<file path="src/sv/svrd_pkg.sv">
package svrd_pkg;

  // Default build parameters.
  localparam int unsigned SAMPLE_RATE_DEF = 48000;
  localparam int unsigned SINE_DEPTH_DEF  = 1024;

  // Note table.
  localparam int unsigned NOTES        = 128;
  localparam int unsigned NOTE_CLASSES = 12;

  // Lowest octave of the equal-tempered scale, in nanohertz.
  localparam logic [63:0] OCT_NHZ [NOTE_CLASSES] = '{
    64'd8175798916,  64'd8661957218,  64'd9177023997,  64'd9722718241,
    64'd10300861154, 64'd10913382232, 64'd11562325710, 64'd12249857374,
    64'd12978271799, 64'd13750000000, 64'd14567617547, 64'd15433853164
  };

  // Sine polynomial in Q30, innermost coefficient first.
  localparam logic [31:0] POLY_C0 = 32'd172272;
  localparam logic [31:0] POLY_COEF [4] = '{
    32'd5026996, 32'd85569304, 32'd693598669, 32'd1686629713
  };

  // Gain and release constants.
  localparam logic [16:0] REL_ONE   = 17'd65536;
  localparam logic [16:0] REL_FLOOR = 17'd327;
  localparam logic [14:0] SMP_MAX   = 15'h7fff;

  // Shared serial arithmetic unit.
  localparam int unsigned MUL_W     = 32;
  localparam int unsigned MUL_DIGIT = 4;
  localparam int unsigned MUL_STEPS = MUL_W / MUL_DIGIT;
  localparam int unsigned MUL_CNT_W = $clog2(MUL_STEPS + 1);
  localparam int unsigned PROD_W    = 2 * MUL_W;
  localparam int unsigned DVD_W     = 48;
  localparam int unsigned DSOR_W    = 17;
  localparam int unsigned QUO_W     = 32;
  localparam int unsigned DIV_CNT_W = $clog2(DVD_W + 1);

  localparam logic [DSOR_W-1:0] DIV_GAIN = 17'd20;
  localparam logic [DSOR_W-1:0] DIV_REL  = 17'd100;

  typedef enum logic [1:0] {
    CMD_ON   = 2'd0,
    CMD_OFF  = 2'd1,
    CMD_TICK = 2'd2,
    CMD_NONE = 2'd3
  } cmd_t;

  typedef enum logic [3:0] {
    ST_IDLE,
    ST_GAINDIV,
    ST_KMUL,
    ST_UDIV,
    ST_Z2MUL,
    ST_POLY,
    ST_MAGMUL,
    ST_G1MUL,
    ST_G2MUL,
    ST_RELDIV,
    ST_ADV,
    ST_OUT
  } state_t;

  typedef struct packed {
    logic mul_go;
    logic div_go;
  } alu_ctl_t;

endpackage

</file>
<file path="src/sv/svrd_in_if.sv">
interface svrd_in_if;
  logic        valid;
  logic        ready;
  logic [1:0]  cmd;
  logic [6:0]  note;
  logic [15:0] velocity;
  logic        allow_tail;

  modport source (output valid, cmd, note, velocity, allow_tail, input ready);
  modport sink   (input valid, cmd, note, velocity, allow_tail, output ready);
endinterface

</file>
<file path="src/sv/svrd_out_if.sv">
interface svrd_out_if;
  logic               valid;
  logic               ready;
  logic signed [15:0] sample;
  logic               voice_active;

  modport source (output valid, sample, voice_active, input ready);
  modport sink   (input valid, sample, voice_active, output ready);
endinterface

</file>
<file path="src/sv/sine_voice_with_release_decay.sv">
// The arithmetic of note on and sample tick runs on the shared serial unit,
// a 4-bit-per-cycle multiplier and a 48-step restoring divider. A new
// command is taken only once the sequencer is back idle from the last one.
// A tick on a silent voice skips the unit.
// Synchronous active-high reset silences the voice: phase, step, level and
// release gain clear to zero and no result is pending.
module sine_voice_with_release_decay #(
  parameter int unsigned SAMPLE_RATE      = svrd_pkg::SAMPLE_RATE_DEF,
  parameter int unsigned SINE_TABLE_DEPTH = svrd_pkg::SINE_DEPTH_DEF
) (
  input  logic        clk,
  input  logic        rst,
  svrd_in_if.sink     req,
  svrd_out_if.source  rsp
);
  import svrd_pkg::*;

  // Sample rate in nanohertz units, the divisor of the increment table.
  localparam logic [63:0] ND = 64'(SAMPLE_RATE) * 64'd1000000000;
  localparam logic [DSOR_W-1:0] DEPTH = DSOR_W'(SINE_TABLE_DEPTH);

  // The phase increment of each MIDI note, rounded to nearest and wrapped
  // to 32 bits. Built entirely at elaboration.
  function automatic logic [NOTES-1:0][31:0] build_step_rom();
    logic [NOTES-1:0][31:0] rom;
    logic [63:0] q;
    logic [63:0] a;
    logic [63:0] hi;
    logic [63:0] rm;
    logic [63:0] lo;
    for (int n = 0; n < NOTES; n++) begin
      q  = OCT_NHZ[n % NOTE_CLASSES] << (n / NOTE_CLASSES);
      a  = q << 16;
      hi = a / ND;
      rm = a % ND;
      lo = ((rm << 16) + ND / 2) / ND;
      rom[n] = 32'((hi << 16) + lo);
    end
    return rom;
  endfunction

  localparam logic [NOTES-1:0][31:0] STEP_ROM = build_step_rom();

  // Architectural voice state.
  logic [31:0] phase;
  logic [31:0] phase_step;
  logic [15:0] gain_level;
  logic [16:0] rg;

  // Per-sample working registers.
  state_t      state, state_next;
  logic [30:0] z;
  logic [30:0] z2;
  logic [1:0]  pidx;
  logic        neg;
  logic [14:0] res;

  // Output register; it lets the next command in while a sample waits.
  logic               out_valid;
  logic signed [15:0] out_sample;
  logic               out_active;
  logic               out_load;

  // Serial arithmetic unit and its operands.
  alu_ctl_t            alu_ctl;
  logic [MUL_W-1:0]    op_a;
  logic [MUL_W-1:0]    op_b;
  logic [DVD_W-1:0]    dvd;
  logic [DSOR_W-1:0]   dsor;
  logic                alu_busy;
  logic [PROD_W-1:0]   alu_prod;
  logic [QUO_W-1:0]    alu_quo;

  svrd_serial_alu u_alu (
    .clk  (clk),
    .rst  (rst),
    .ctl  (alu_ctl),
    .op_a (op_a),
    .op_b (op_b),
    .dvd  (dvd),
    .dsor (dsor),
    .busy (alu_busy),
    .prod (alu_prod),
    .quo  (alu_quo)
  );

  logic        acc;
  logic [30:0] z_raw;
  logic [30:0] z_calc;
  logic [31:0] acc_new;
  logic [31:0] mag_sum;
  logic [16:0] mag_raw;
  logic [14:0] mag;
  logic [15:0] res_g1;
  logic [16:0] res_g2;
  logic [23:0] rel_dvd;
  logic [17:0] gain_dvd;
  cmd_t        cmd;

  assign acc = req.valid && req.ready;
  assign cmd = cmd_t'(req.cmd);

  // The sine argument is the table index scaled back to a phase. Odd
  // quadrants fold the angle, so that the polynomial sees 0..pi/2 only.
  assign z_raw  = {1'b0, alu_quo[29:0]};
  assign z_calc = alu_quo[30] ? (31'h4000_0000 - z_raw) : z_raw;

  // Horner step: acc = c - (z2 * acc) >> 30.
  assign acc_new = POLY_COEF[pidx] - alu_prod[61:30];

  // Final sine magnitude, rounded to Q15 and limited to full scale.
  assign mag_sum = {1'b0, alu_prod[60:30]} + 32'd16384;
  assign mag_raw = mag_sum[31:15];
  assign mag     = (mag_raw > 17'(SMP_MAX)) ? SMP_MAX : mag_raw[14:0];

  // Sample magnitude, rounded half up, for the sustained and the releasing
  // voice. The rounding adds only the bit just below the cut.
  assign res_g1 = {1'b0, alu_prod[30:16]} + {15'b0, alu_prod[15]};
  assign res_g2 = {1'b0, alu_prod[47:32]} + {16'b0, alu_prod[31]};

  // Dividends for the rounded constant divisions.
  assign rel_dvd  = 24'(rg) * 24'd99 + 24'd50;
  assign gain_dvd = 18'(req.velocity) * 18'd3 + 18'd10;

  // Next state, handshake and unit commands.
  always_comb begin
    state_next     = state;
    req.ready      = 1'b0;
    alu_ctl.mul_go = 1'b0;
    alu_ctl.div_go = 1'b0;
    op_a           = '0;
    op_b           = '0;
    dvd            = '0;
    dsor           = '0;
    out_load       = 1'b0;
    case (state)
      ST_IDLE: begin
        req.ready = 1'b1;
        if (req.valid) begin
          case (cmd)
            CMD_ON: begin
              dvd            = DVD_W'(gain_dvd);
              dsor           = DIV_GAIN;
              alu_ctl.div_go = 1'b1;
              state_next     = ST_GAINDIV;
            end
            CMD_TICK: begin
              if (phase_step == '0) begin
                state_next = ST_OUT;
              end else begin
                op_a           = MUL_W'(DEPTH);
                op_b           = phase;
                alu_ctl.mul_go = 1'b1;
                state_next     = ST_KMUL;
              end
            end
            default: state_next = ST_IDLE;
          endcase
        end
      end
      ST_GAINDIV: begin
        if (!alu_busy) state_next = ST_IDLE;
      end
      ST_KMUL: begin
        if (!alu_busy) begin
          dvd            = {alu_prod[47:32], 32'b0};
          dsor           = DEPTH;
          alu_ctl.div_go = 1'b1;
          state_next     = ST_UDIV;
        end
      end
      ST_UDIV: begin
        if (!alu_busy) begin
          op_a           = MUL_W'(z_calc);
          op_b           = MUL_W'(z_calc);
          alu_ctl.mul_go = 1'b1;
          state_next     = ST_Z2MUL;
        end
      end
      ST_Z2MUL: begin
        if (!alu_busy) begin
          op_a           = MUL_W'(alu_prod[60:30]);
          op_b           = POLY_C0;
          alu_ctl.mul_go = 1'b1;
          state_next     = ST_POLY;
        end
      end
      ST_POLY: begin
        if (!alu_busy) begin
          op_a           = (pidx == 2'd3) ? MUL_W'(z) : MUL_W'(z2);
          op_b           = acc_new;
          alu_ctl.mul_go = 1'b1;
          if (pidx == 2'd3) state_next = ST_MAGMUL;
        end
      end
      ST_MAGMUL: begin
        if (!alu_busy) begin
          op_a           = MUL_W'(mag);
          op_b           = MUL_W'(gain_level);
          alu_ctl.mul_go = 1'b1;
          state_next     = ST_G1MUL;
        end
      end
      ST_G1MUL: begin
        if (!alu_busy) begin
          if (rg != '0) begin
            op_a           = MUL_W'(alu_prod[30:0]);
            op_b           = MUL_W'(rg);
            alu_ctl.mul_go = 1'b1;
            state_next     = ST_G2MUL;
          end else begin
            state_next = ST_ADV;
          end
        end
      end
      ST_G2MUL: begin
        if (!alu_busy) begin
          dvd            = DVD_W'(rel_dvd);
          dsor           = DIV_REL;
          alu_ctl.div_go = 1'b1;
          state_next     = ST_RELDIV;
        end
      end
      ST_RELDIV: begin
        if (!alu_busy) state_next = ST_ADV;
      end
      ST_ADV: begin
        state_next = ST_OUT;
      end
      ST_OUT: begin
        if (!out_valid || rsp.ready) begin
          out_load   = 1'b1;
          state_next = ST_IDLE;
        end
      end
      default: state_next = ST_IDLE;
    endcase
  end

  always_ff @(posedge clk) begin
    if (rst) begin
      state <= ST_IDLE;
    end else begin
      state <= state_next;
    end
  end

  // Voice state. A note on restarts the phase and cancels any release; a
  // note off drops the step to zero or arms the release at unity if none runs.
  always_ff @(posedge clk) begin
    if (rst) begin
      phase      <= '0;
      phase_step <= '0;
      gain_level <= '0;
      rg         <= '0;
    end else begin
      case (state)
        ST_IDLE: begin
          if (acc && cmd == CMD_ON) begin
            phase      <= '0;
            rg         <= '0;
            phase_step <= STEP_ROM[req.note];
          end else if (acc && cmd == CMD_OFF) begin
            if (req.allow_tail) begin
              if (rg == '0) rg <= REL_ONE;
            end else begin
              phase_step <= '0;
            end
          end
        end
        ST_GAINDIV: begin
          if (!alu_busy) gain_level <= alu_quo[15:0];
        end
        ST_RELDIV: begin
          // The release gain decays by 0.99 per sample and the voice ends
          // once it has fallen to 0.005 or below.
          if (!alu_busy) begin
            rg <= alu_quo[16:0];
            if (alu_quo[16:0] <= REL_FLOOR) phase_step <= '0;
          end
        end
        ST_ADV: begin
          phase <= phase + phase_step;
        end
        default: ;
      endcase
    end
  end

  // Working registers of one sample.
  always_ff @(posedge clk) begin
    case (state)
      ST_IDLE: begin
        neg  <= 1'b0;
        res  <= '0;
        pidx <= '0;
      end
      ST_UDIV: begin
        if (!alu_busy) begin
          z   <= z_calc;
          neg <= alu_quo[31];
        end
      end
      ST_Z2MUL: begin
        if (!alu_busy) z2 <= alu_prod[60:30];
      end
      ST_POLY: begin
        if (!alu_busy) pidx <= pidx + 2'd1;
      end
      ST_G1MUL: begin
        if (!alu_busy) begin
          res <= (res_g1 > 16'(SMP_MAX)) ? SMP_MAX : res_g1[14:0];
        end
      end
      ST_G2MUL: begin
        if (!alu_busy) begin
          res <= (res_g2 > 17'(SMP_MAX)) ? SMP_MAX : res_g2[14:0];
        end
      end
      default: ;
    endcase
  end

  // Output register. The sign comes from the half of the sine cycle.
  always_ff @(posedge clk) begin
    if (rst) begin
      out_valid <= 1'b0;
    end else if (out_load) begin
      out_valid <= 1'b1;
    end else if (rsp.ready) begin
      out_valid <= 1'b0;
    end
  end

  always_ff @(posedge clk) begin
    if (out_load) begin
      out_sample <= neg ? -$signed({1'b0, res}) : $signed({1'b0, res});
      out_active <= (phase_step != '0);
    end
  end

  assign rsp.valid        = out_valid;
  assign rsp.sample       = out_sample;
  assign rsp.voice_active = out_active;

  // The serial unit is never left running once the sequencer is back idle.
  a_idle_alu_quiet: assert property (@(posedge clk) disable iff (rst)
    state == ST_IDLE |-> !alu_busy)
    else $error("serial unit busy while sequencer idle");

  // A tick on a silent voice goes straight to the output stage.
  a_silent_tick: assert property (@(posedge clk) disable iff (rst)
    (acc && cmd == CMD_TICK && phase_step == '0) |=> state == ST_OUT)
    else $error("silent tick did not go straight to output");

  // The release gain never rises above unity.
  a_rel_bound: assert property (@(posedge clk) disable iff (rst)
    rg <= REL_ONE)
    else $error("release gain above unity");

  // The release multiply is only reached for a releasing voice.
  a_rel_path: assert property (@(posedge clk) disable iff (rst)
    (state == ST_G2MUL || state == ST_RELDIV) |-> rg != '0)
    else $error("release path taken without release gain");

endmodule

</file>
<file path="src/sv/svrd_serial_alu.sv">
module svrd_serial_alu (
  input  logic                                clk,
  input  logic                                rst,
  input  svrd_pkg::alu_ctl_t                  ctl,
  input  logic [svrd_pkg::MUL_W-1:0]          op_a,
  input  logic [svrd_pkg::MUL_W-1:0]          op_b,
  input  logic [svrd_pkg::DVD_W-1:0]          dvd,
  input  logic [svrd_pkg::DSOR_W-1:0]         dsor,
  output logic                                busy,
  output logic [svrd_pkg::PROD_W-1:0]         prod,
  output logic [svrd_pkg::QUO_W-1:0]          quo
);
  import svrd_pkg::*;

  localparam int unsigned SUM_W = MUL_W + MUL_DIGIT;

  logic [MUL_W-1:0]     mcand;
  logic [MUL_CNT_W-1:0] mcnt;
  logic [SUM_W-1:0]     msum;

  logic [DVD_W-1:0]     dvd_sr;
  logic [DSOR_W-1:0]    dsor_q;
  logic [DSOR_W-1:0]    rem;
  logic [DIV_CNT_W-1:0] dcnt;
  logic [DSOR_W:0]      trial;
  logic                 qbit;

  // One multiplier digit per cycle: add the partial product to the upper
  // half and shift the whole product right by one digit.
  assign msum = {{MUL_DIGIT{1'b0}}, prod[PROD_W-1:MUL_W]}
              + SUM_W'(mcand) * SUM_W'(prod[MUL_DIGIT-1:0]);

  // Restoring division, one quotient bit per cycle.
  assign trial = {rem, dvd_sr[DVD_W-1]};
  assign qbit  = (trial >= {1'b0, dsor_q});

  assign busy = (mcnt != '0) || (dcnt != '0);

  always_ff @(posedge clk) begin
    if (rst) begin
      mcnt <= '0;
      dcnt <= '0;
    end else begin
      if (ctl.mul_go) begin
        mcnt <= MUL_CNT_W'(MUL_STEPS);
      end else if (mcnt != '0) begin
        mcnt <= mcnt - 1'b1;
      end
      if (ctl.div_go) begin
        dcnt <= DIV_CNT_W'(DVD_W);
      end else if (dcnt != '0) begin
        dcnt <= dcnt - 1'b1;
      end
    end
  end

  always_ff @(posedge clk) begin
    if (ctl.mul_go) begin
      mcand <= op_a;
      prod  <= {{MUL_W{1'b0}}, op_b};
    end else if (mcnt != '0) begin
      prod <= {msum, prod[MUL_W-1:MUL_DIGIT]};
    end
    if (ctl.div_go) begin
      dvd_sr <= dvd;
      dsor_q <= dsor;
      rem    <= '0;
      quo    <= '0;
    end else if (dcnt != '0) begin
      dvd_sr <= {dvd_sr[DVD_W-2:0], 1'b0};
      rem    <= qbit ? DSOR_W'(trial - {1'b0, dsor_q}) : trial[DSOR_W-1:0];
      quo    <= {quo[QUO_W-2:0], qbit};
    end
  end

endmodule
</file>
<file path="src/flat_wrapper.sv">
// flat-port wrapper written by rule: the top's interface ports become plain ports
module sine_voice_with_release_decay_flat import svrd_pkg::*;
#(
  parameter int unsigned SAMPLE_RATE      = svrd_pkg::SAMPLE_RATE_DEF,
  parameter int unsigned SINE_TABLE_DEPTH = svrd_pkg::SINE_DEPTH_DEF
)
  (clk, rst, req_valid, req_cmd, req_note, req_velocity, req_allow_tail, req_ready, rsp_valid, rsp_sample, rsp_voice_active, rsp_ready);
  svrd_in_if req_i ();
  svrd_out_if rsp_i ();
  input  logic clk;
  input  logic rst;
  input wire logic [$bits(req_i.valid)-1:0] req_valid;
  input wire logic [$bits(req_i.cmd)-1:0] req_cmd;
  input wire logic [$bits(req_i.note)-1:0] req_note;
  input wire logic [$bits(req_i.velocity)-1:0] req_velocity;
  input wire logic [$bits(req_i.allow_tail)-1:0] req_allow_tail;
  output wire logic [$bits(req_i.ready)-1:0] req_ready;
  output wire logic [$bits(rsp_i.valid)-1:0] rsp_valid;
  output wire logic [$bits(rsp_i.sample)-1:0] rsp_sample;
  output wire logic [$bits(rsp_i.voice_active)-1:0] rsp_voice_active;
  input wire logic [$bits(rsp_i.ready)-1:0] rsp_ready;
  assign req_i.valid = req_valid;
  assign req_i.cmd = req_cmd;
  assign req_i.note = req_note;
  assign req_i.velocity = req_velocity;
  assign req_i.allow_tail = req_allow_tail;
  assign req_ready = req_i.ready;
  assign rsp_valid = rsp_i.valid;
  assign rsp_sample = rsp_i.sample;
  assign rsp_voice_active = rsp_i.voice_active;
  assign rsp_i.ready = rsp_ready;
  sine_voice_with_release_decay #(.SAMPLE_RATE(SAMPLE_RATE), .SINE_TABLE_DEPTH(SINE_TABLE_DEPTH)) u_core (.clk(clk), .rst(rst), .req(req_i), .rsp(rsp_i));
endmodule
</file>
<file path="config.mk">
export PLATFORM = sky130hd
export DESIGN_NAME = sine_voice_with_release_decay_flat
export DESIGN_NICKNAME = d
export VERILOG_FILES = /design/src/sv/svrd_pkg.sv /design/src/sv/svrd_in_if.sv /design/src/sv/svrd_out_if.sv /design/src/sv/sine_voice_with_release_decay.sv /design/src/sv/svrd_serial_alu.sv /design/src/flat_wrapper.sv
export SDC_FILE = /design/constraint.sdc
export NUM_CORES = 2
export LEC_CHECK = 0
export BUFFER_PORTS_ARGS = -buffer_cell sky130_fd_sc_hd__buf_4
export CORE_AREA = 2 2 267 295
export CTS_CLUSTER_DIAMETER = 120
export DETAILED_ROUTE_END_ITERATION = 12
export DIE_AREA = 0 0 269 297
export GPL_TIMING_DRIVEN = 0
export PLACE_DENSITY = 0.56
export SYNTH_ARGS = -nofsm -noshare
export SYNTH_HDL_FRONTEND = slang
export SYNTH_HIERARCHICAL = 1
export SYNTH_SLANG_ARGS = --single-unit
</file>
<file path="constraint.sdc">
create_clock -name clk -period 7.29 [get_ports clk]
set_input_delay 1.0935 -clock clk [delete_from_list [all_inputs] [get_ports clk]]
set_output_delay 1.0935 -clock clk [all_outputs]
set_load 0.05 [all_outputs]
</file>
== Word level (Yosys, flattened, before mapping) ==
Memory sizes are Yosys's and may differ from the RTL's.
Cells that the tools add are included.

* Word-level logic and storage cells: 219
* Memories: 1
* Memory bits (read-only): 4,096
* Output and inout port bits: 19
* Bits of input ports: 30
* Bits in registers: 419

* Bitwise logic cells: 2
* Equal/unequal tests: 32
* $add $sub $neg: 14
* Multipliers: 3
* $lt $le $gt $ge: 7
* Multiplexer cells: 99
* Reduce and logical (&&, ||, !) cells: 36

{| class="wikitable"
|+ Memories
! memory !! depth !! width !! rd ports !! clocked after memory_dff !! write ports !! RTL line !! source
|-
| (name not given) || 128 || 32 || 1 || 0 || 0 || sine_voice_with_release_decay.sv:262 || <nowiki>phase_step <= STEP_ROM[req.note];</nowiki>
|}

{| class="wikitable"
|+ Operators by type and width
! operator !! count
|-
| two-way mux 32 bit || 20
|-
| case mux 32 bit (6 select lines) || 2
|-
| two-way mux 48 bit || 4
|-
| two-way mux 31 bit || 5
|-
| case mux 48 bit (3 select lines) || 1
|-
| two-way mux 17 bit || 8
|-
| case mux 32 bit (2 select lines) || 2
|-
| two-way mux 15 bit || 7
|-
| binary-select mux 32 bit (select 2 bit) || 1
|-
| two-way mux 4 bit || 15
|-
| case mux 17 bit (3 select lines) || 1
|-
| case mux 4 bit (12 select lines) || 1
|-
| case mux 15 bit (3 select lines) || 1
|-
| adder 32 x 36 -> 36 bit || 1
|-
| multiplier 32 x 4 -> 36 bit || 1
|-
| two-way mux 18 bit || 2
|-
| greater-than comparator 17 x 15 -> 1 bit, second input constant || 2
|-
| case mux 17 bit (2 select lines) || 1
|-
| adder 31 x 15 -> 32 bit, second input constant || 1
|-
| adder 32 bit || 1
|-
| zero test 32 bit || 1
|-
| nonzero test 32 bit || 1
|-
| subtractor 32 bit || 1
|-
| subtractor 31 x 30 -> 31 bit, first input constant || 1
|-
| other kinds (57) || 112
|}

== Longest topological paths before layout ==
* Depth after elaboration: 8
* Gate-level depth with buffers: 18
* Mapped depth without buffers: 18

== Cells and area by module ==
Netlist, hierarchy kept.

{| class="wikitable"
|+ Modules (own cells, without submodules)
! module !! seq. area each (um^2) !! area an instance (um^2) !! cells an instance !! times used
|-
| sine_voice_with_release_decay || 4,934.7 || 20,079.3 || 2,508 || 1
|-
| svrd_serial_alu || 5,695.5 || 14,253.7 || 1,404 || 1
|}

== Worst setup path after synthesis ==
OpenSTA, ideal clock, no wires.

* Path kind: flip-flop to flip-flop
* From: register u_core.u_alu.dcnt[3]
* To: register u_core.u_alu.dvd_sr[0] (enable)
* Data required time: 6.877 ns
* Period minus slack after synthesis: 5.124 ns
* Cell stages (with the launch flop): 12
* Slack: 2.166 ns
* Arrival: 4.711 ns
* Cells stage by stage: dfxtp_1 nor3_1 and3b_1 clkbuf_1 buf_1 nand2_1 clkbuf_1 nor4_1 or3_1 clkbuf_1 clkbuf_1 nand2b_1

{| class="wikitable"
|+ RTL lines
! item !! RTL line !! source
|-
| start: declaration || svrd_serial_alu.sv:24 || <nowiki>logic [DIV_CNT_W-1:0] dcnt;</nowiki>
|-
| start signal: assignment || svrd_serial_alu.sv:50 || <nowiki>dcnt <= DIV_CNT_W'(DVD_W);</nowiki>
|-
| start signal: assignment || svrd_serial_alu.sv:52 || <nowiki>dcnt <= dcnt - 1'b1;</nowiki>
|-
| end signal: assignment || svrd_serial_alu.sv:65 || <nowiki>dvd_sr <= dvd;</nowiki>
|-
| end signal: assignment || svrd_serial_alu.sv:70 || <nowiki>dvd_sr <= {dvd_sr[DVD_W-2:0], 1'b0};</nowiki>
|-
| end: declaration || svrd_serial_alu.sv:21 || <nowiki>logic [DVD_W-1:0] dvd_sr;</nowiki>
|}

==> metrics.txt <==
result of the run complete, no violations; setup repair after global routing missed its margin no; post-synthesis cell type with the largest combined area edfxtp_1; Clock Sinks 418; post-synth design cell area 0.0343 mm²; internal reg-to-reg setup slack 0.50 ns; number of fill cells 7555; Largest stage delay, worst path 0.86 ns; part of the power in registers 0.222; multi-input combinational cell area 0.0218 mm²; most numerous cell types in the synthesized netlist nand2_1 (438), a21oi_1 (299), inv_1 (294), ha_1 (256), nor2_1 (247); final clock period utilization by the worst path 0.931; data required time of the worst path 7.79 ns; final hold violations 0; Post CTS Setup Buffer Count 0; library cell with the highest instance count after synthesis nand2_1; Critical Path Slowest Stage Cell nor4_2; I/O Buffers 43; Net Switching 9.34 mW; Slew @ Worst Pin 1.41 ns; Resize count post-CTS 0; fraction of post-synthesis cell area in the top cell type by area 0.198; utilization after layout 0.492; Hold Crit Depth 2; hold slack final 0.457 ns; antenna violations before repair 4; top fanout value on the critical path 18; worst-case clock skew 0.0590 ns; first-pass GRT wire length 191 mm; type of element launching the critical path register; Starting DRT DRC Count 2761; Final Slew Violations 0; Hold Buf Count CTS 0; weighted congestion reported at the end of routability-driven placement 1.05; Worst Hold Launch u_core/gain_level[11]$_SDFFE_PP0P_; Critical Path End Type register; share of synthesized registers carrying an async set or reset 0; via count of the first global-routing pass 29700; gate count after technology mapping 3912; root cell of the clock tree clkbuf_16; predominant post-synthesis flop cell edfxtp_1; clock network latency to the later pin of the worst-skew pair 0.64 ns; worst min-delay path endpoint u_core/gain_level[11]$_SDFFE_PP0P_; biggest area contributors in the synthesized netlist edfxtp_1 (20%), dfxtp_1 (11%), ha_1 (9.3%), fa_1 (6.8%), nand2_1 (4.8%); Detailed Place HPWL 101 mm; number of buffers inserted during clock tree synthesis 50; average wire per cell in the routed design 25.2 µm; clock-pin slew on the worst setup and hold paths 0.06 ns; leakage power 15.9 nW; Remaining DRCs 0; portion of the post-synthesis area used by sequential elements 0.310; switch share 0.486; count of standard-cell rows 107; pin count of the biggest net entering global routing 41; maximum frequency from static timing analysis 147 MHz; total power density per cell area 508 mW/mm²; DR pass1 iterations 9; Crit Path Category reg2reg; number of cells on the worst reg-to-reg path 13; data arrival time of the critical path 7.28 ns; Storage cell area 0.0106 mm²; Post-synth EDFFs 226; CP cell instances inv_1 -> ha_1 -> and2_1 -> clkbuf_1 -> clkbuf_1 -> nand2_1 -> clkbuf_1 -> nor4_2 -> or3_2 -> clkbuf_1 -> clkbuf_1 -> clkbuf_1 -> and2_1; horizontal die dimension 269 µm; dpl cell area 0.0361 mm²; number of inserted diodes 0; initial standard-cell utilization of the core 0.446; via density per instance 5.94; residual overflow from global routing 0; Clock power frac 0.140; area of the die 0.0799 mm²; maximum vdd drop 456 µV; number of vias in the routed layout 30300; Std-Cell Core Area 0.0770 mm²; Hold Crit Class reg2reg; post-route ant nets 0; # nets final 4432; Max-slew headroom 0.0514; worst r2r src u_core/u_alu/mcnt[0]$_SDFFE_PP0P_; warnings from Yosys 6; growth of design area from synthesis to finish 10.3%; post-detailed-routing wire length 129 mm; number of distinct library cell variants in the gate-level netlist after synthesis 98; Overall Global Routing Usage 0.319; Tmin final 6.79 ns; # IOs 49; maximum root-to-sink buffer count 3; final setup violation count 0; internal power contribution 9.89 mW; per-instance average area after synthesis 8.78 µm²; clock tree from TritonCTS built; fin area 0.0379 mm²; cell repeated most along the worst path clkbuf_1; share of total power in combinational logic 0.638; H-Tree Depth 2; r2r endpoint u_core/u_alu/dvd_sr[0]$_SDFFCE_PN0P_; y dimension of the die 297 µm; Max-Cap Viols 0; flip-flop and latch count after synthesis 418; fraction of layout instances using a drive strength above 1 0.0806
==> registers in the layout, summed over array words and instances, names as in the netlist, 4 cells and up <==
name / flops
u_core/u_alu/prod: 64
u_core/u_alu/dvd_sr: 48
u_core/phase: 32
u_core/u_alu/mcand: 32
u_core/u_alu/quo: 32
u_core/phase_step: 31
u_core/z2: 31
u_core/z: 31
u_core/rg: 17
u_core/u_alu/dsor_q: 17
u_core/u_alu/rem: 17
u_core/gain_level: 16
u_core/rsp.sample: 16
u_core/res: 15
u_core/u_alu/dcnt: 6
u_core/state: 4
u_core/u_alu/mcnt: 4
==> worst max-delay path by stage <==
stage	startpoint	end
6_report	u_core/u_alu/mcnt[0]$_SDFFE_PP0P_	u_core/u_alu/dvd_sr[0]$_SDFFCE_PN0P_
5_1_grt	u_core/u_alu/mcnt[0]$_SDFFE_PP0P_	u_core/u_alu/dvd_sr[0]$_SDFFCE_PN0P_
4_1_cts	u_core/u_alu/mcnt[0]$_SDFFE_PP0P_	u_core/u_alu/dvd_sr[0]$_SDFFCE_PN0P_
3_5_place_dp	u_core/u_alu/mcnt[0]$_SDFFE_PP0P_	u_core/u_alu/dvd_sr[0]$_SDFFCE_PN0P_
3_3_place_gp	u_core/u_alu/mcnt[0]$_SDFFE_PP0P_	u_core/u_alu/dvd_sr[22]$_DFFE_PP_
2_1_floorplan	u_core/u_alu/dcnt[3]$_SDFFE_PP0P_	u_core/u_alu/dvd_sr[0]$_SDFFCE_PN0P_
==> cells in the final DEF (no fill, tap or decap), drive strengths merged, types with 29 or more instances in the layout <==
cell    Yosys  layout
buf        43      89
a222oi     29      29
o21ai     236     236
clkbuf    175     236
nand2     441     441
o211ai     38      38
a21o       75      75
edfxtp    226     226
mux2i      35      35
ha        256     256
a22oi      39      39
nor2      248     248
nor2b      30      30
o31ai      29      29
nor3       56      56
inv       295     297
xor2       48      48
xnor2     152     152
fa        116     116
nand2b     32      32
mux2      107     107
and2      150     150
a21oi     299     299
dfxtp     192     192
nand3      89      89
a211oi     51      51
==> area by class of cell <==
type,instances,area share
multi-input cells,2996,0.577
flip-flops and latches,418,0.281
clock buffers,61,0.0369
well taps,1035,0.0342
inverters,300,0.0297
plain buffers,218,0.0223
repair buffers,46,0.00998
clock inverters,31,0.00965
==> per-layer routing <==
| metal | wire (µm) | part of all wire | up-vias | GRT usage |
|---|---|---|---|---|
| met5 | 13 | 0.00010 | - | 0 |
| li1 | - | - | 14200 | - |
| met4 | 10300 | 0.080 | 2 | 0.214 |
| met3 | 7350 | 0.057 | 387 | 0.0435 |
| met1 | 51600 | 0.40 | 14700 | 0.392 |
| met2 | 59500 | 0.46 | 1094 | 0.520 |
==> cell families (layout without fill, tap and decap cells) <==
group	Yosys count	count (layout)	share of synthesized area
AO/OA/AOI/OAI	1039	1039	0.197
XOR/XNOR	200	200	0.0510
adder cells (fa/ha/maj)	372	372	0.161
buffers and inverters	518	656	0.0574
flip-flops	418	418	0.310
multiplexers	157	157	0.0551
other	1	21	0.000109
AND/OR/NAND/NOR	1207	1207	0.169
==> power by group through the flow <==
stage / Clock [mW] / Sequential (mW) / Combinational, mW
detailed placement: 0 / 4.28 / 12.1
global route: 2.84 / 4.31 / 13.6
CTS: 2.75 / 4.25 / 12.1
global placement: 0 / 4.31 / 12.0
finish: 2.70 / 4.26 / 12.3
floorplan: 0 / 3.81 / 9.27
==> critical path: cells and delay by family (launching register included) <==
family	cells	cell delay, ns
buffers and inverters	7	3.83
AND/OR/NAND/NOR	5	2.29
flip-flops	1	0.31
adder cells (fa/ha/maj)	1	0.19
==> per-stage QoR <==
| stage | worst slack [ns] | cells | total power [mW] | TNS (ns) |
|---|---|---|---|---|
| after floorplan | 2.17 | 3932 | 13.1 | 0 |
| after global placement | -1.47 | 5010 | 16.3 | -72.92 |
| after detailed placement | 0.133 | 5013 | 16.3 | 0 |
| after CTS | 0.121 | 5105 | 19.1 | 0 |
| after global routing | 0.199 | 5105 | 20.8 | 0 |
| final | 0.501 | 5105 | 19.2 | 0 |
No activity file was read; power rests on OpenSTA's default activity.
